==> src/rtl/core/turtle_command_stream_interpreter_top_assert.svh <==
// Assertion macros used by the turtle interpreter RTL.
`ifndef TURTLE_COMMAND_STREAM_INTERPRETER_TOP_ASSERT_SVH
`define TURTLE_COMMAND_STREAM_INTERPRETER_TOP_ASSERT_SVH

`ifndef SYNTHESIS
// Same-cycle implication, disabled while in reset.
`define TSI_ASSERT_IMPLY(label, clk, rst_n, cond, expr) \
	label: assert property (@(posedge clk) disable iff (!(rst_n)) (cond) |-> (expr)) \
		else $error("tsi: implication check failed");
// Next-cycle implication, disabled while in reset.
`define TSI_ASSERT_NEXT(label, clk, rst_n, cond, expr) \
	label: assert property (@(posedge clk) disable iff (!(rst_n)) (cond) |=> (expr)) \
		else $error("tsi: next-cycle check failed");
`else
`define TSI_ASSERT_IMPLY(label, clk, rst_n, cond, expr)
`define TSI_ASSERT_NEXT(label, clk, rst_n, cond, expr)
`endif

`endif

==> src/rtl/core/tsi_pkg.sv <==
// Shared types, codes and keyword tables of the turtle interpreter.
package tsi_pkg;

	// Word types on the two streaming channels
	typedef struct packed {
		logic [7:0] char_code;
		logic       end_of_input;
	} cmd_t;

	typedef struct packed {
		logic [1:0]         kind;
		logic signed [15:0] x_pos;
		logic signed [15:0] y_pos;
		logic [1:0]         heading;
		logic               last;
	} res_t;

	// Push request from the interpreter into the result queue
	typedef struct packed {
		logic first;
		logic second;
	} push_t;

	// Result kinds
	typedef enum logic [1:0] {
		KIND_START = 2'd0,
		KIND_MOVE  = 2'd1,
		KIND_END   = 2'd2,
		KIND_ERROR = 2'd3
	} kind_t;

	// Headings
	typedef enum logic [1:0] {
		HD_NORTH = 2'd0,
		HD_EAST  = 2'd1,
		HD_SOUTH = 2'd2,
		HD_WEST  = 2'd3
	} hd_t;

	// Configuration register indexes
	typedef enum logic [1:0] {
		CFG_START_X       = 2'd0,
		CFG_START_Y       = 2'd1,
		CFG_START_HEADING = 2'd2
	} cfg_idx_t;

	// Character classes; CLS_NONE doubles as "no token pending"
	typedef enum logic [1:0] {
		CLS_NONE  = 2'd0,
		CLS_ALPHA = 2'd1,
		CLS_DIGIT = 2'd2,
		CLS_OTHER = 2'd3
	} cls_t;

	// Tokens seen by the parser
	typedef enum logic [2:0] {
		TK_START,
		TK_FWD,
		TK_BACK,
		TK_LEFT,
		TK_RIGHT,
		TK_END,
		TK_NUM,
		TK_BAD
	} tok_t;

	// Keyword table, text left-justified, first character in the top byte
	localparam int KW_COUNT = 6;
	localparam int KW_CHARS = 9;
	localparam int KW_BITS  = KW_CHARS * 8;

	localparam logic [KW_BITS-1:0] KW_TEXT [KW_COUNT] = '{
		{"inicio", 24'h0},
		{"avanza", 24'h0},
		{"retrocede"},
		{"izquierda"},
		{"derecha", 16'h0},
		{"final", 32'h0}
	};
	localparam int   KW_LEN [KW_COUNT] = '{6, 6, 9, 9, 7, 5};
	localparam tok_t KW_TOK [KW_COUNT] = '{TK_START, TK_FWD, TK_BACK, TK_LEFT, TK_RIGHT, TK_END};

	// Classify one byte of program text
	function automatic cls_t char_class(input logic [7:0] c);
		cls_t cls;
		if ((c >= "A" && c <= "Z") || (c >= "a" && c <= "z")) begin
			cls = CLS_ALPHA;
		end else if (c >= "0" && c <= "9") begin
			cls = CLS_DIGIT;
		end else if (c == " " || (c >= 8'd9 && c <= 8'd13)) begin
			cls = CLS_NONE;
		end else begin
			cls = CLS_OTHER;
		end
		return cls;
	endfunction

endpackage

==> src/rtl/core/turtle_command_stream_interpreter_top.sv <==
// Turtle command stream interpreter: top level.
//
// Usage:
//   cmd channel (cmd_valid/cmd_stall/cmd) takes one byte of program text, or
//   an end mark, per word. res channel (res_valid/res_stall/res) gives
//   start, move, end and error events with the position and heading after
//   each. One input word gives zero, one or two result words; last marks
//   the final one of each input word.
//   cfg channel (cfg_valid/cfg_ready/cfg_index/cfg_data) sets the start
//   position and heading; write it only while the block is idle.
// Timing:
//   A byte is taken every cycle while the input does not stall. It is held in the input register,
//   where the lexer, keyword compare and parser run in one pass, and its
//   results are written into the four-word queue when the byte is consumed.
//   Results leave at one word a cycle while the receiver does not stall.
//   Input stalls only while the queue has room for fewer than two words.
// Reset:
//   Start registers return to x = 4, y = 4, heading north; the parser waits
//   for the start keyword. A stalled receiver fills the queue, then the
//   input stalls; nothing is lost.
`include "turtle_command_stream_interpreter_top_assert.svh"

module turtle_command_stream_interpreter_top #(
	parameter int COORD_BITS = 16,
	parameter int DIST_BITS  = 16,
	parameter int WORD_CHARS = 9
) (
	input  logic          clk,
	input  logic          arst_n,
	input  logic          cmd_valid,
	output logic          cmd_stall,
	input  tsi_pkg::cmd_t cmd,
	output logic          res_valid,
	input  logic          res_stall,
	output tsi_pkg::res_t res,
	input  logic          cfg_valid,
	output logic          cfg_ready,
	input  logic [1:0]    cfg_index,
	input  logic [15:0]   cfg_data
);

	localparam int LEN_BITS = $clog2(WORD_CHARS + 2);
	localparam int IDX_BITS = $clog2(WORD_CHARS);
	localparam int ACC_BITS = DIST_BITS + 4;

	typedef enum logic [2:0] {
		PH_START,
		PH_BLOCK,
		PH_NUMF,
		PH_NUMB,
		PH_DONE,
		PH_ERR
	} phase_t;

	typedef struct packed {
		phase_t                phase;
		logic [COORD_BITS-1:0] x;
		logic [COORD_BITS-1:0] y;
		logic [1:0]            h;
		logic                  emit;
		tsi_pkg::kind_t        kind;
	} ev_t;

	// Configuration
	logic signed [15:0] start_x_q;
	logic signed [15:0] start_y_q;
	logic [1:0]         start_h_q;

	// Input register
	logic          s1_valid_q;
	tsi_pkg::cmd_t cmd_s1;

	// Token and parser state
	logic [7:0]            word_q [WORD_CHARS];
	logic [LEN_BITS-1:0]   wlen_q;
	tsi_pkg::cls_t         tclass_q;
	logic [DIST_BITS-1:0]  num_q;
	phase_t                phase_q;
	logic [COORD_BITS-1:0] x_q;
	logic [COORD_BITS-1:0] y_q;
	logic [1:0]            h_q;

	// Pass logic
	logic                  room;
	logic                  consume;
	tsi_pkg::cls_t         cls;
	logic                  eoi;
	logic                  do_flush;
	tsi_pkg::tok_t         tok_word;
	tsi_pkg::tok_t         flush_tok;
	ev_t                   cur_ev;
	ev_t                   start_ev;
	ev_t                   ev1;
	ev_t                   ev2;
	logic                  bad2;
	tsi_pkg::push_t        push;
	tsi_pkg::res_t         r0;
	tsi_pkg::res_t         r1;
	logic [LEN_BITS-1:0]   base_len;
	logic [DIST_BITS-1:0]  base_num;
	logic [ACC_BITS-1:0]   acc;
	logic [LEN_BITS-1:0]   wlen_n;
	tsi_pkg::cls_t         tclass_n;
	logic [DIST_BITS-1:0]  num_n;
	logic                  wr_char;

	// Apply one token to the parser
	function automatic ev_t parse_tok(input ev_t cur, input ev_t st, input tsi_pkg::tok_t tok,
			input logic [COORD_BITS-1:0] move_len);
		ev_t        nx;
		logic [1:0] mh;
		nx      = cur;
		nx.emit = 1'b0;
		nx.kind = tsi_pkg::KIND_ERROR;
		mh      = cur.h + ((cur.phase == PH_NUMB) ? 2'd2 : 2'd0);
		case (cur.phase)
			PH_START: begin
				nx.emit = 1'b1;
				if (tok == tsi_pkg::TK_START) begin
					nx       = st;
					nx.phase = PH_BLOCK;
					nx.emit  = 1'b1;
					nx.kind  = tsi_pkg::KIND_START;
				end else begin
					nx.phase = PH_ERR;
				end
			end
			PH_BLOCK: begin
				case (tok)
					tsi_pkg::TK_FWD:  nx.phase = PH_NUMF;
					tsi_pkg::TK_BACK: nx.phase = PH_NUMB;
					tsi_pkg::TK_LEFT: begin
						nx.h    = cur.h - 2'd1;
						nx.emit = 1'b1;
						nx.kind = tsi_pkg::KIND_MOVE;
					end
					tsi_pkg::TK_RIGHT: begin
						nx.h    = cur.h + 2'd1;
						nx.emit = 1'b1;
						nx.kind = tsi_pkg::KIND_MOVE;
					end
					tsi_pkg::TK_END: begin
						nx.phase = PH_DONE;
						nx.emit  = 1'b1;
						nx.kind  = tsi_pkg::KIND_END;
					end
					default: begin
						nx.phase = PH_ERR;
						nx.emit  = 1'b1;
					end
				endcase
			end
			PH_NUMF, PH_NUMB: begin
				nx.emit = 1'b1;
				if (tok == tsi_pkg::TK_NUM) begin
					nx.phase = PH_BLOCK;
					nx.kind  = tsi_pkg::KIND_MOVE;
					case (tsi_pkg::hd_t'(mh))
						tsi_pkg::HD_NORTH: nx.y = cur.y - move_len;
						tsi_pkg::HD_EAST:  nx.x = cur.x + move_len;
						tsi_pkg::HD_SOUTH: nx.y = cur.y + move_len;
						default:           nx.x = cur.x - move_len;
					endcase
				end else begin
					nx.phase = PH_ERR;
				end
			end
			default: ;
		endcase
		return nx;
	endfunction

	// Configuration writes
	assign cfg_ready = 1'b1;

	always_ff @(posedge clk or negedge arst_n) begin
		if (!arst_n) begin
			start_x_q <= 16'sd4;
			start_y_q <= 16'sd4;
			start_h_q <= tsi_pkg::HD_NORTH;
		end else if (cfg_valid && cfg_ready) begin
			case (tsi_pkg::cfg_idx_t'(cfg_index))
				tsi_pkg::CFG_START_X:       start_x_q <= cfg_data;
				tsi_pkg::CFG_START_Y:       start_y_q <= cfg_data;
				tsi_pkg::CFG_START_HEADING: start_h_q <= cfg_data[1:0];
				default: ;
			endcase
		end
	end

	// Input register handshake
	assign consume   = s1_valid_q && room;
	assign cmd_stall = s1_valid_q && !room;

	always_ff @(posedge clk or negedge arst_n) begin
		if (!arst_n) begin
			s1_valid_q <= 1'b0;
		end else if (!cmd_stall) begin
			s1_valid_q <= cmd_valid;
		end
	end

	always_ff @(posedge clk) begin
		if (cmd_valid && !cmd_stall) begin
			cmd_s1 <= cmd;
		end
	end

	// Lexer: class of the byte and whether it closes a pending token
	assign cls      = tsi_pkg::char_class(cmd_s1.char_code);
	assign eoi      = cmd_s1.end_of_input;
	assign do_flush = (tclass_q != tsi_pkg::CLS_NONE) && (eoi || cls != tclass_q);

	// Keyword compare, all keywords in parallel
	always_comb begin
		logic hit;
		tok_word = tsi_pkg::TK_BAD;
		for (int k = 0; k < tsi_pkg::KW_COUNT; k++) begin
			hit = (wlen_q == LEN_BITS'(tsi_pkg::KW_LEN[k]));
			for (int j = 0; j < tsi_pkg::KW_CHARS; j++) begin
				if (j < tsi_pkg::KW_LEN[k] &&
						word_q[j] != tsi_pkg::KW_TEXT[k][8*(tsi_pkg::KW_CHARS-1-j) +: 8]) begin
					hit = 1'b0;
				end
			end
			if (hit) begin
				tok_word = tsi_pkg::KW_TOK[k];
			end
		end
	end

	assign flush_tok = (tclass_q == tsi_pkg::CLS_ALPHA) ? tok_word : tsi_pkg::TK_NUM;

	// Parser: flushed token first, then a bad byte or an early end
	always_comb begin
		cur_ev       = '{phase: phase_q, x: x_q, y: y_q, h: h_q, emit: 1'b0,
			kind: tsi_pkg::KIND_ERROR};
		start_ev     = cur_ev;
		start_ev.x   = COORD_BITS'(start_x_q);
		start_ev.y   = COORD_BITS'(start_y_q);
		start_ev.h   = start_h_q;
		ev1          = do_flush ? parse_tok(cur_ev, start_ev, flush_tok, COORD_BITS'(num_q))
			: cur_ev;
		bad2         = (eoi || cls == tsi_pkg::CLS_OTHER) &&
			ev1.phase != PH_DONE && ev1.phase != PH_ERR;
		ev2          = ev1;
		ev2.emit     = bad2;
		ev2.kind     = tsi_pkg::KIND_ERROR;
		if (bad2) begin
			ev2.phase = PH_ERR;
		end
	end

	// Result words for the queue
	always_comb begin
		r1.kind    = ev2.kind;
		r1.x_pos   = 16'(ev2.x);
		r1.y_pos   = 16'(ev2.y);
		r1.heading = ev2.h;
		r1.last    = 1'b1;
		if (ev1.emit) begin
			r0.kind    = ev1.kind;
			r0.x_pos   = 16'(ev1.x);
			r0.y_pos   = 16'(ev1.y);
			r0.heading = ev1.h;
			r0.last    = !bad2;
			push.first  = consume;
			push.second = consume && bad2;
		end else begin
			r0          = r1;
			push.first  = consume && bad2;
			push.second = 1'b0;
		end
	end

	// Token accumulation after any flush
	always_comb begin
		base_len = do_flush ? '0 : wlen_q;
		base_num = do_flush ? '0 : num_q;
		acc      = ACC_BITS'({base_num, 3'b000}) + ACC_BITS'({base_num, 1'b0})
			+ ACC_BITS'(cmd_s1.char_code[3:0]);
		wlen_n   = base_len;
		num_n    = base_num;
		tclass_n = do_flush ? tsi_pkg::CLS_NONE : tclass_q;
		wr_char  = 1'b0;
		if (!eoi && cls == tsi_pkg::CLS_ALPHA) begin
			tclass_n = tsi_pkg::CLS_ALPHA;
			wr_char  = consume && (base_len < LEN_BITS'(WORD_CHARS));
			if (base_len <= LEN_BITS'(WORD_CHARS)) begin
				wlen_n = base_len + LEN_BITS'(1);
			end
		end else if (!eoi && cls == tsi_pkg::CLS_DIGIT) begin
			tclass_n = tsi_pkg::CLS_DIGIT;
			num_n    = (|acc[ACC_BITS-1:DIST_BITS]) ? '1 : acc[DIST_BITS-1:0];
		end
	end

	// Parser and token state
	always_ff @(posedge clk or negedge arst_n) begin
		if (!arst_n) begin
			wlen_q   <= '0;
			tclass_q <= tsi_pkg::CLS_NONE;
			num_q    <= '0;
			phase_q  <= PH_START;
			x_q      <= COORD_BITS'(4);
			y_q      <= COORD_BITS'(4);
			h_q      <= tsi_pkg::HD_NORTH;
		end else if (consume) begin
			wlen_q   <= wlen_n;
			tclass_q <= tclass_n;
			num_q    <= num_n;
			phase_q  <= ev2.phase;
			x_q      <= ev2.x;
			y_q      <= ev2.y;
			h_q      <= ev2.h;
		end
	end

	// Letters of the pending word
	always_ff @(posedge clk) begin
		if (wr_char) begin
			word_q[base_len[IDX_BITS-1:0]] <= cmd_s1.char_code;
		end
	end

	tsi_res_queue u_queue (
		.clk       (clk),
		.arst_n    (arst_n),
		.push      (push),
		.data0     (r0),
		.data1     (r1),
		.room      (room),
		.res_valid (res_valid),
		.res_stall (res_stall),
		.res       (res)
	);

	// Checks
	`TSI_ASSERT_NEXT(a_err_sticky, clk, arst_n, phase_q == PH_ERR, phase_q == PH_ERR)
	`TSI_ASSERT_NEXT(a_done_holds, clk, arst_n, phase_q == PH_DONE, phase_q == PH_DONE)
	`TSI_ASSERT_IMPLY(a_no_push_when_over, clk, arst_n, phase_q == PH_DONE || phase_q == PH_ERR, !push.first && !push.second)
	`TSI_ASSERT_IMPLY(a_len_only_in_word, clk, arst_n, tclass_q != tsi_pkg::CLS_ALPHA, wlen_q == '0)
	`TSI_ASSERT_IMPLY(a_num_only_in_digits, clk, arst_n, tclass_q != tsi_pkg::CLS_DIGIT, num_q == '0)

endmodule

==> src/rtl/core/tsi_res_queue.sv <==
// Four-entry result queue: takes up to two result words a cycle, gives one unless the receiver stalls.
module tsi_res_queue (
	input  logic           clk,
	input  logic           arst_n,
	input  tsi_pkg::push_t push,
	input  tsi_pkg::res_t  data0,
	input  tsi_pkg::res_t  data1,
	output logic           room,
	output logic           res_valid,
	input  logic           res_stall,
	output tsi_pkg::res_t  res
);

	localparam int DEPTH    = 4;
	localparam int PTR_BITS = $clog2(DEPTH);
	localparam int CNT_BITS = $clog2(DEPTH + 1);

	tsi_pkg::res_t        mem_q [DEPTH];
	logic [PTR_BITS-1:0]  wr_ptr_q;
	logic [PTR_BITS-1:0]  rd_ptr_q;
	logic [CNT_BITS-1:0]  cnt_q;
	logic                 pop;
	logic [CNT_BITS-1:0]  n_push;
	logic [PTR_BITS-1:0]  wr_ptr_p1;

	// Pop when a word is shown and not stalled
	assign pop       = res_valid && !res_stall;
	assign n_push    = CNT_BITS'(push.first) + CNT_BITS'(push.second);
	assign wr_ptr_p1 = wr_ptr_q + PTR_BITS'(1);
	// Room for the worst case of two words from one item
	assign room      = cnt_q <= CNT_BITS'(DEPTH - 2);
	assign res_valid = cnt_q != '0;
	assign res       = mem_q[rd_ptr_q];

	// Pointers and fill count
	always_ff @(posedge clk or negedge arst_n) begin
		if (!arst_n) begin
			wr_ptr_q <= '0;
			rd_ptr_q <= '0;
			cnt_q    <= '0;
		end else begin
			wr_ptr_q <= wr_ptr_q + PTR_BITS'(n_push);
			if (pop) begin
				rd_ptr_q <= rd_ptr_q + PTR_BITS'(1);
			end
			cnt_q <= cnt_q + n_push - CNT_BITS'(pop);
		end
	end

	// Storage; the second word goes behind the first
	always_ff @(posedge clk) begin
		if (push.first) begin
			mem_q[wr_ptr_q] <= data0;
		end
		if (push.second) begin
			mem_q[wr_ptr_p1] <= data1;
		end
	end

endmodule
==> config.mk <==
export PLATFORM = sky130hd
export DESIGN_NAME = turtle_command_stream_interpreter_top
export DESIGN_NICKNAME = d
export VERILOG_FILES = /design/src/rtl/core/tsi_pkg.sv /design/src/rtl/core/turtle_command_stream_interpreter_top.sv /design/src/rtl/core/tsi_res_queue.sv
export VERILOG_INCLUDE_DIRS = /design/src /design/src/rtl/core
export SDC_FILE = /design/constraint.sdc
export NUM_CORES = 1
export LEC_CHECK = 0
export BUFFER_PORTS_ARGS = -buffer_cell sky130_fd_sc_hd__buf_2
export CORE_ASPECT_RATIO = 1.25
export CORE_MARGIN = 2
export CORE_UTILIZATION = 67
export DETAILED_ROUTE_END_ITERATION = 6
export PLACE_DENSITY = 0.86
export SYNTH_ARGS = -nofsm -noshare
export SYNTH_HDL_FRONTEND = slang
export SYNTH_SLANG_ARGS = --single-unit
==> constraint.sdc <==
create_clock -name clk -period 13.7 [get_ports clk]
set_input_delay 1.37 -clock clk [delete_from_list [all_inputs] [get_ports clk]]
set_output_delay 1.37 -clock clk [all_outputs]
set_load 0.005 [all_outputs]
Yosys cells after proc, flatten, opt, wreduce, memory -nomap -nowiden
Memories as Yosys holds them, arrays and structs flattened.
Index checks and enable logic that the tools add are counted.
- word-level logic and storage cells: 237
- output and inout bits: 40
- bits of input ports: 32
- bits in registers: 110
- memory bits (writable): 220
- memories: 2
- muxes and demuxes: 89
- add/sub/neg operators: 16
- $lt $le $gt $ge: 11
- reductions and logical operators: 40
- equal/unequal tests: 63
- memories (memory ; words ; bits a word ; read ports ; clocked after Yosys merged registers in ; wr ports ; line ; RTL):
    u_queue.mem_q ; 4 ; 37 ; 1 ; 0 ; 2 ; tsi_res_queue.sv:18 ; tsi_pkg::res_t mem_q [DEPTH];
    word_q ; 9 ; 8 ; 9 ; 0 ; 1 ; turtle_command_stream_interpreter_top.sv:74 ; logic [7:0] word_q [WORD_CHARS];
- operators with widths (cell ; count):
    $ne A8 B7 Y1 const B ; 38
    $mux W37 ; 2
    $mux W16 ; 4
    $pmux W16 S2 ; 2
    $pmux W32 S2 ; 1
    $mux W1 ; 50
    $mux W40 ; 1
    $add A16 B16 Y16 ; 2
    $mux W32 ; 1
    $sub A16 B16 Y16 ; 2
    $mux W3 ; 10
    $add A19 B17 Y20 ; 1
    $add A20 B4 Y20 ; 1
    $mux W2 ; 9
    $pmux W3 S3 ; 2
    $ge A8 B7 Y1 const B ; 2
    $le A8 B7 Y1 const B ; 2
    $logic_and A1 B1 Y1 ; 15
    $eq A3 B2 Y1 const B ; 4
    $eq A4 B3 Y1 const B ; 3
    $mux W4 ; 3
    $pmux W2 S2 ; 3
    $pmux W3 S4 ; 1
    $eq A3 B3 Y1 const B ; 3
    other kinds (30) ; 57

Logic depth before layout (Yosys ltp)
Gate-level depths: netlist of run 1.
An unclocked memory read counts as a cell.
- depth in word-level cells: 29
- mapped depth: 23
- depth with buffers taken out: 20

By module
A second synthesis of run 1 with hierarchy kept.
- cell total of the unflattened synthesis: 1582
- area, all modules: 19342.3 um^2
- by module, submodules not included (module ; area each (um^2) ; sequential area each (um^2) ; cells each ; instances):
    turtle_command_stream_interpreter_top ; 11693.7 ; 4789.6 ; 1184 ; 1
    tsi_res_queue ; 7648.6 ; 4619.4 ; 398 ; 1

Least setup slack after synthesis of run 1
No wires, ideal clock.
- path kind: flip-flop to flip-flop
- from: reg cmd_s1[2] (netlist name)
- to: reg num_q[3]
- cell stages (with the launch flop): 23
- library setup time: 0.130 ns
- arrival: 5.085 ns
- period minus slack after synthesis: 5.215 ns
- path buffers: 3
- path slack: 8.485 ns
- required time: 13.570 ns
- cells stage by stage: edfxtp_1 > or4_1 > o221a_2 > nand2_1 > o21a_1 > a221o_1 > clkbuf_1 > clkbuf_1 > nor2_1 > fa_1 > fa_1 > a21oi_1 > o21bai_1 > a21oi_1 > o21ai_0 > a21o_1 > a41oi_1 > o31a_1 > nand3b_1 > o31a_1 > clkbuf_1 > o22ai_1 > o21ai_0
- longest elaborated chain between the ends: 16
- elaborated cells between the ends (all ways): 32
- those cells by class: add/sub: 2; order compare: 8; eq/ne: 4; mux: 7; reduce/logical: 11
- ends and longest elaborated chain (element ; line ; RTL):
    start, declared ; turtle_command_stream_interpreter_top.sv:71 ; tsi_pkg::cmd_t cmd_s1;
    start signal, assigned ; turtle_command_stream_interpreter_top.sv:205 ; cmd_s1 <= cmd;
    $ge A8 B4 Y1 or $le A8 B4 Y1 (tied branches) ; tsi_pkg.sv:90 ; end else if (c == " " || (c >= 8'd9 && c <= 8'd13)) begin
    $logic_and A1 B1 Y1 ; tsi_pkg.sv:90 ;
    $logic_or A1 B1 Y1 ; tsi_pkg.sv:90 ;
    $mux W2 ; tsi_pkg.sv:90 ;
    $mux W2 ; tsi_pkg.sv:88 ; end else if (c >= "0" && c <= "9") begin
    $mux W2 ; tsi_pkg.sv:86 ; if ((c >= "A" && c <= "Z") || (c >= "a" && c <= "z")) begin
    $ne A2 B2 Y1 ; turtle_command_stream_interpreter_top.sv:212 ; assign do_flush = (tclass_q != tsi_pkg::CLS_NONE) && (eoi || cls != tclass_q);
    $logic_or A1 B1 Y1 ; turtle_command_stream_interpreter_top.sv:212 ;
    $logic_and A1 B1 Y1 ; turtle_command_stream_interpreter_top.sv:212 ;
    $mux W16 ; turtle_command_stream_interpreter_top.sv:279 ; base_num = do_flush ? '0 : num_q;
    $add A19 B17 Y20 ; turtle_command_stream_interpreter_top.sv:280 ; acc = ACC_BITS'({base_num, 3'b000}) + ACC_BITS'({base_num, 1'b0})
    $add A20 B4 Y20 ; turtle_command_stream_interpreter_top.sv:281 ; + ACC_BITS'(cmd_s1.char_code[3:0]);
    $reduce_or A4 Y1 ; turtle_command_stream_interpreter_top.sv:294 ; num_n = (|acc[ACC_BITS-1:DIST_BITS]) ? '1 : acc[DIST_BITS-1:0];
    $mux W16 ; turtle_command_stream_interpreter_top.sv:294 ;
    $mux W16 ; turtle_command_stream_interpreter_top.sv:292 ; end else if (!eoi && cls == tsi_pkg::CLS_DIGIT) begin
    $mux W16 * ; turtle_command_stream_interpreter_top.sv:286 ; if (!eoi && cls == tsi_pkg::CLS_ALPHA) begin
    end signal, assigned ; turtle_command_stream_interpreter_top.sv:311 ; num_q <= num_n;
    end, declared ; turtle_command_stream_interpreter_top.sv:77 ; logic [DIST_BITS-1:0] num_q;
Mark *: on every way between the ends. The rest lies on a longest branch, timed or not.
A chain may end at the register's enable or synchronous reset.

Final worst setup path of run 1
- from: reg cmd_s1[2] (netlist name)
- to: reg num_q[15]
The elaborated chain is that of the path after synthesis.

==> reports/qor.yml, run 1 <==
drc: 0
slew_violations: 0
cts_resized: 0
start_kind: "flip-flop"
final_hold_viol_count: 0
finalCritPeriodShare_pct: 44.2
hold_depth: 2
layout.cells.non_filler: 1976
first_global_vias: 12896
cp_cell_sequence: "o21a_1 > nor4_1 > a2bb2oi_1 > nor2_1 > a221o_1 > buf_4 > nor2_1 > fa_1 > fa_1 > a21oi_1 > o21bai_1 > a21oi_1 > o21ai_0 > a21o_1 > a41oi_1 > o31a_1 > nand3b_1 > o31a_1 > o21a_1 > a211o_1"
ant_nets: 0
worstSetupEndpointType: "flip-flop"
synth_area_leaders: "edfxtp_1, dfrtp_1, ha_1"
holdPathEnd: "u_queue.mem_q[2][35]$_SDFFE_PP1N_"
leakagePower_uw: 0.00713
critPathLaunch: "cmd_s1[2]$_DFFE_PP_"
crit_path_top_delay_cell: "nor4_1"
drtIter0Drc: 1435
relSlewSlack_pct: 18.4
synth_area_sq_um: 17500
worst_path_largest_cell_delay_ns: 0.85
rsz0062_at_grt: "false"
cts_buffer_depth: 3
die_w_um: 149
clkTransAtPathRegs_ns: 0.07
synth-seq-cells: 330
layout.nets: 1721
root_buffer: "clkbuf_16"
htreeDepth: 1
placedCellCount: 1920
cp.arrival_ns: 6.50
grt_overflow: 0
io_pins: 72
cts_inserted_buffers: 30
r2r_slack_ns: 7.65
min_from: "u_queue.mem_q[2][35]$_SDFFE_PP1N_"
totalWireLength_um: 44100
status: "complete, no violations"
cts_sinks: 330
synthDistinctLibCells: 87
seq_area_frac_synth_pct: 53.1
postCtsSetupBuffers: 0
synth_edf_count: 217
cp.required_ns: 14.15
vdd_ir_drop_max_mv: 0.155
cts_tree: "built"
worstSetupPathType: "reg2reg"
grt_max_degree: 60
timing.rr.start: "cmd_s1[2]$_DFFE_PP_"
max_freq_mhz: 165
vias_per_cell: 6.57
dp_hpwl_um: 29800
holdBufCountCts: 0
crit_fanout: 26
area_growth_pct: 9.22
powerDensity_nw_per_um2: 185
r2r-end: "num_q[15]$_DFFE_PN0P_"
grt_usage_pct: 32.7
hold_class: "reg2reg"
synth-async-reset-ratio_pct: 30.6
routabilityCongestion: 0.983
finalCriticalPeriod_ns: 6.05
max-cap-violations: 0
wire_per_inst_um: 22.3
port_buffers: 70
syn_nets: 1671
dieArea_sq_um: 27400
layout-drive-gt1-share_pct: 15.2
grt_pass1_wl_um: 69800
vias: 12987
initial_core_util_pct: 67.7
ys.warnings.count: 0
fin_skew_ns: 0.0120
firstDrtPassIters: 7
tns_ns: 0
r2r_cells: 20
synth_top_area_cell: "edfxtp_1"
finalSetupViolations: 0
coreArea_sq_um: 25800
syn_area_per_cell_sq_um: 11.2
synth_ff_type: "edfxtp_1"
syn_inst: 1562
worst_pin_slew_ns: 1.22
die_h_um: 185
fillCellCount: 1613
synth_top_cell_area_share_pct: 37.2
antenna_found_initial: 1
clk_latency_ns: 0.56
rows: 66
==> state kept, by name, summed over array words and instances (netlist names), 3 cells and up <==
signal         flops
u_queue.mem_q    148
word_q            72
num_q             16
start_x_q         16
start_y_q         16
x_q               16
y_q               16
cmd_s1             8
wlen_q             4
phase_q            3
u_queue.cnt_q      3
==> cells in the final DEF, fill, tap and decap left out, types with 6 or more instances in the layout <==
cell type,instances
and3_1,16
or3_1,9
xor2_1,14
nand4_1,11
nand2_1,135
a31oi_1,10
dfrtp_1,96
a21o_1,12
buf_2,69
xnor2_1,57
nor2b_1,13
mux2_2,35
o22ai_1,17
o31ai_1,6
nor4bb_1,11
nand3_1,25
nor3_1,33
nor4_1,9
edfxtp_1,217
mux4_2,37
inv_1,46
a21oi_1,67
o21ai_0,82
o21a_1,12
nor4b_1,8
clkbuf_16,31
a22oi_1,29
and4_1,7
dfxtp_1,12
nand3b_1,7
ha_1,72
o211ai_1,6
nor2_1,235
or2_2,9
and2_1,19
buf_4,17
or4_1,6
==> worst max path at each step <==
stage	to	depth (start not counted)
floorplan	num_q[3]$_DFFE_PN0P_	22
global placement	num_q[15]$_DFFE_PN0P_	20
detailed placement	num_q[15]$_DFFE_PN0P_	20
CTS	num_q[15]$_DFFE_PN0P_	20
global route	num_q[7]$_DFFE_PN0P_	19
finish	num_q[15]$_DFFE_PN0P_	20
==> metrics by stage <==
stage / setup slack (ns) / hold WS, ns / util, % / area (sq um) / power (uW)
2_1_floorplan: 8.49 / 0.437 / - / 17500 / 2290
3_3_place_gp: 7.90 / 0.458 / 70.1 / 18100 / 2630
3_5_place_dp: 7.76 / 0.476 / 70.1 / 18100 / 2680
4_1_cts: 7.67 / 0.491 / 73.9 / 19100 / 3530
5_1_grt: 7.29 / 0.511 / 73.9 / 19100 / 3730
6_report: 7.65 / 0.488 / 73.9 / 19100 / 3530
==> cell usage after synthesis (7+ instances only) <==
master and count:
buf_1 9, and3_1 16, and4_1 7, edfxtp_1 217, nor2b_1 13, a21oi_1 67, mux4_2 37, ha_1 72
xnor2_1 57, nor3_1 33, o21ai_0 82, a21o_1 12, nand3_1 25, buf_2 7, nor4_1 9, clkbuf_1 44
and2_1 19, or2_2 9, a31oi_1 10, mux2_2 35, nand3b_1 7, nor4bb_1 11, o22ai_1 17, a22oi_1 29
nand4_1 11, dfxtp_1 12, nor4b_1 8, o21a_1 12, nor2_1 236, dfrtp_1 97, nand2_1 136, inv_1 46
xor2_1 14, or3_1 9
==> report_power, final <==
group	internal (uW)	total, uW	switching [uW]
logic	639	1430	789
registers	1150	1250	102
clock network	473	856	383
total	2260	3530	1270
==> per-layer routing <==
metal | track usage, % | routed length [um] | up-vias
met3 | 3.69 | 3160 | 147
met4 | 14.4 | 2120 | 0
met5 | 0 | 0 | -
met2 | 58.1 | 22800 | 687
met1 | 40.4 | 16000 | 6300
li1 | - | - | 5853
==> final cells by class <==
class                      instances  area (sq um)  area share, %
multi-input combinational       1114          7730           40.5
clock buffer                      32           779           4.08
clock inverter                    23           220           1.15
sequential                       330          9290           48.6
tap                              340           425           2.23
antenna                            1          2.50         0.0131
inverter                          50           188          0.982
timing repair buffer              86           473           2.47
==> worst max-delay path, delay by kind of cell (launching register included) <==
family | cells | cell delay [ns]
AOI/OAI and AO/OA | 13 | 2.79
and+or+nand+nor | 4 | 1.28
adders and majority gates | 2 | 0.98
DFF | 1 | 0.63
buffers and inverters | 1 | 0.24
==> logic make-up (layout without fill, tap and decap cells) <==
| family | after synthesis | after routing | synth area share (%) |
|---|---|---|---|
| XOR/XNOR | 71 | 71 | 3.55 |
| buffers and inverters | 118 | 191 | 2.88 |
| AND/OR/NAND/NOR | 584 | 584 | 16.0 |
| AO/OA/AOI/OAI | 306 | 306 | 11.5 |
| multiplexers | 75 | 75 | 7.19 |
| other | 1 | 2 | 0.0214 |
| flip-flops | 330 | 330 | 53.1 |
| adder cells (fa/ha/maj) | 77 | 77 | 5.72 |
Power figures use the tool's default switching activity.
==> run 2, diff against run 1 <==
--- a/config.mk
+++ b/config.mk
@@ -6,12 +6,13 @@
 export SDC_FILE = /design/constraint.sdc
 export NUM_CORES = 1
 export LEC_CHECK = 0
+export ABC_AREA = 1
 export BUFFER_PORTS_ARGS = -buffer_cell sky130_fd_sc_hd__buf_2
 export CORE_ASPECT_RATIO = 1.25
 export CORE_MARGIN = 2
-export CORE_UTILIZATION = 67
+export CORE_UTILIZATION = 57
 export DETAILED_ROUTE_END_ITERATION = 6
-export PLACE_DENSITY = 0.86
+export PLACE_DENSITY = 0.77
 export SYNTH_ARGS = -nofsm -noshare
 export SYNTH_HDL_FRONTEND = slang
 export SYNTH_SLANG_ARGS = --single-unit
==> constraint.sdc (replaced) <==
create_clock -name clk -period 5.4 [get_ports clk]
set_input_delay 0.54 -clock clk [delete_from_list [all_inputs] [get_ports clk]]
set_output_delay 0.54 -clock clk [all_outputs]
set_load 0.005 [all_outputs]
==> run 2 against run 1 <==
Area after synthesis increased by 9.9%. Fmax increased by 25%. Clock skew increased by 0.025 ns. Design area increased by 9.5%. Sequential power increased by 140%. Via count increased by 24%. Critical path type unchanged. Die area increased by 28%.
==> reports/qor.yml, run 2 <==
status: "complete, no violations"
syn_area_per_cell_sq_um: 8.44
worstSetupPathType: "reg2reg"
dp_hpwl_um: 37300
cp.required_ns: 5.84
port_buffers: 70
synth_area_sq_um: 19200
vdd_ir_drop_max_mv: 0.372
synth-seq-cells: 330
cts_sinks: 330
powerDensity_nw_per_um2: 392
synth_ff_type: "edfxtp_1"
io_pins: 72
root_buffer: "clkbuf_16"
clk_latency_ns: 0.60
power_uw: 8200
firstDrtPassIters: 6
coreArea_sq_um: 33400
cts_buffer_depth: 3
syn_inst: 2279
rows: 75
syn_nets: 2388
clkTransAtPathRegs_ns: 0.06
top_register: "u_queue.mem_q"
final_hold_viol_count: 0
dieArea_sq_um: 35200
postCtsSetupBuffers: 0
fin_ws_ns: 0.571
largest_reg_flops: 148
max_freq_mhz: 207
slew_violations: 0
routabilityCongestion: 0.972
worstSetupEndpointType: "flip-flop"
final_common_cell: "nand2_1"
initial_core_util_pct: 57.6
cts_inserted_buffers: 31
relSlewSlack_pct: 19.1
drc: 0
area_growth_pct: 8.84
fin_skew_ns: 0.0365
max-cap-violations: 0
cp.arrival_ns: 5.27
ant_nets: 0
grt_max_degree: 78
rsz0062_at_grt: "false"
antenna_found_initial: 0
synth_area_leaders: "edfxtp_1, dfrtp_1, nand2_1"
synth_commonest_cells: "nand2_1, nor2_1, inv_1"
synth.most_common_cell: "nand2_1"
placedCellCount: 2715
worst_path_largest_cell_delay_ns: 0.60
crit_path_top_delay_cell: "edfxtp_1"
htreeDepth: 1
vias: 16153
finalCritPeriodShare_pct: 89.4
antennaDiodeCount: 0
drtIter0Drc: 1472
tns_ns: 0
cp_common_cell: "nand2_1"
synth-async-reset-ratio_pct: 30.6
totalWireLength_um: 52700
synth_top_area_cell: "edfxtp_1"
grt_overflow: 0
synth_top_cell_area_share_pct: 33.9
grt_pass1_wl_um: 83300
final_cell_mix: "nand2_1, nor2_1, inv_1"
cts_resized: 0
start_kind: "flip-flop"
wire_per_inst_um: 19.0
ys.warnings.count: 0
finalSetupViolations: 0
leakagePower_uw: 0.00867
worst_pin_slew_ns: 1.21
synthDistinctLibCells: 58
finalCriticalPeriod_ns: 4.83
cts_tree: "built"
seq_area_frac_synth_pct: 48.3
grt_usage_pct: 29.8
layout.nets: 2435
first_global_vias: 15847
die_h_um: 209
layout-drive-gt1-share_pct: 8.72
place_ws_ns: 0.588
final_util_pct: 62.6
synth_edf_count: 217
vias_per_cell: 5.82
hold_class: "in2reg"
die_w_um: 168
layout.cells.non_filler: 2774
crit_fanout: 16
==> run 2: area by class of cell <==
cell class	count	area, sq um
fillers	2895	12500
flip-flops and latches	330	9290
multi-input cells	1613	8500
inverters	244	921
clock buffers	38	832
repair buffers	106	626
well taps	423	529
clock inverters	20	226
==> run 2: logic make-up (layout without fill, tap and decap cells) <==
logic type | after synthesis | after routing | synth area share [%]
other | 1 | 1 | 0.0195
DFF | 330 | 330 | 48.3
buffers and inverters | 336 | 408 | 7.49
AOI/OAI and AO/OA | 536 | 536 | 15.6
adders and majority gates | 77 | 77 | 5.21
xor gates and xnor gates | 50 | 50 | 2.28
and+or+nand+nor | 949 | 949 | 21.1
==> run 2: where the power goes <==
group | total [uW] | switching, uW | internal, uW
sequential | 3060 | 171 | 2880
combinational | 2860 | 1970 | 882
clock | 2280 | 991 | 1290
==> run 2: routing by layer <==
metal	vias up	global-route usage (%)	wire length (um)
met2	633	52.5	26100
li1	7828	-	-
met4	0	14.4	2590
met3	128	2.98	3010
met1	7564	36.7	21000
met5	-	0	0
==> run 2: metrics by stage <==
step	hold WS, ns	area (sq um)
after floorplan	0.244	19200
after global placement	0.435	19900
after detailed placement	0.441	19900
after CTS	0.102	20900
after global routing	0.107	20900
final	0.122	20900
==> run 2: critical path, delay by kind of cell (launching register included) <==
family                     cells  cell delay [ns]
xor gates and xnor gates       2             0.30
buffers and inverters          3             0.60
and+or+nand+nor               14             1.35
adders and majority gates      2             0.67
DFF                            1             0.60
AOI/OAI and AO/OA              7             1.15
==> run 2: worst paths after layout <==
check,start,to,slack [ns],depth (start not counted)
max,cmd_s1[2]$_DFFE_PP_,num_q[15]$_DFFE_PN0P_,0.57,28
min,cmd[2],cmd_s1[2]$_DFFE_PP_,0.12,1
max reg2reg,cmd_s1[2]$_DFFE_PP_,num_q[15]$_DFFE_PN0P_,0.57,28
min reg2reg,u_queue.mem_q[3][35]$_SDFFE_PP1N_,u_queue.mem_q[3][35]$_SDFFE_PP1N_,0.46,2
max in group asynchronous,arst_n,num_q[7]$_DFFE_PN0P_,3.72,3
min in group asynchronous,arst_n,start_y_q[15]$_DFFE_PN0P_,0.47,2
==> run 2: repair_timing <==
item,in CTS,in global routing
hold buffers,1,0
setup endpoints to repair,0,0
hold endpoints to repair,39,0
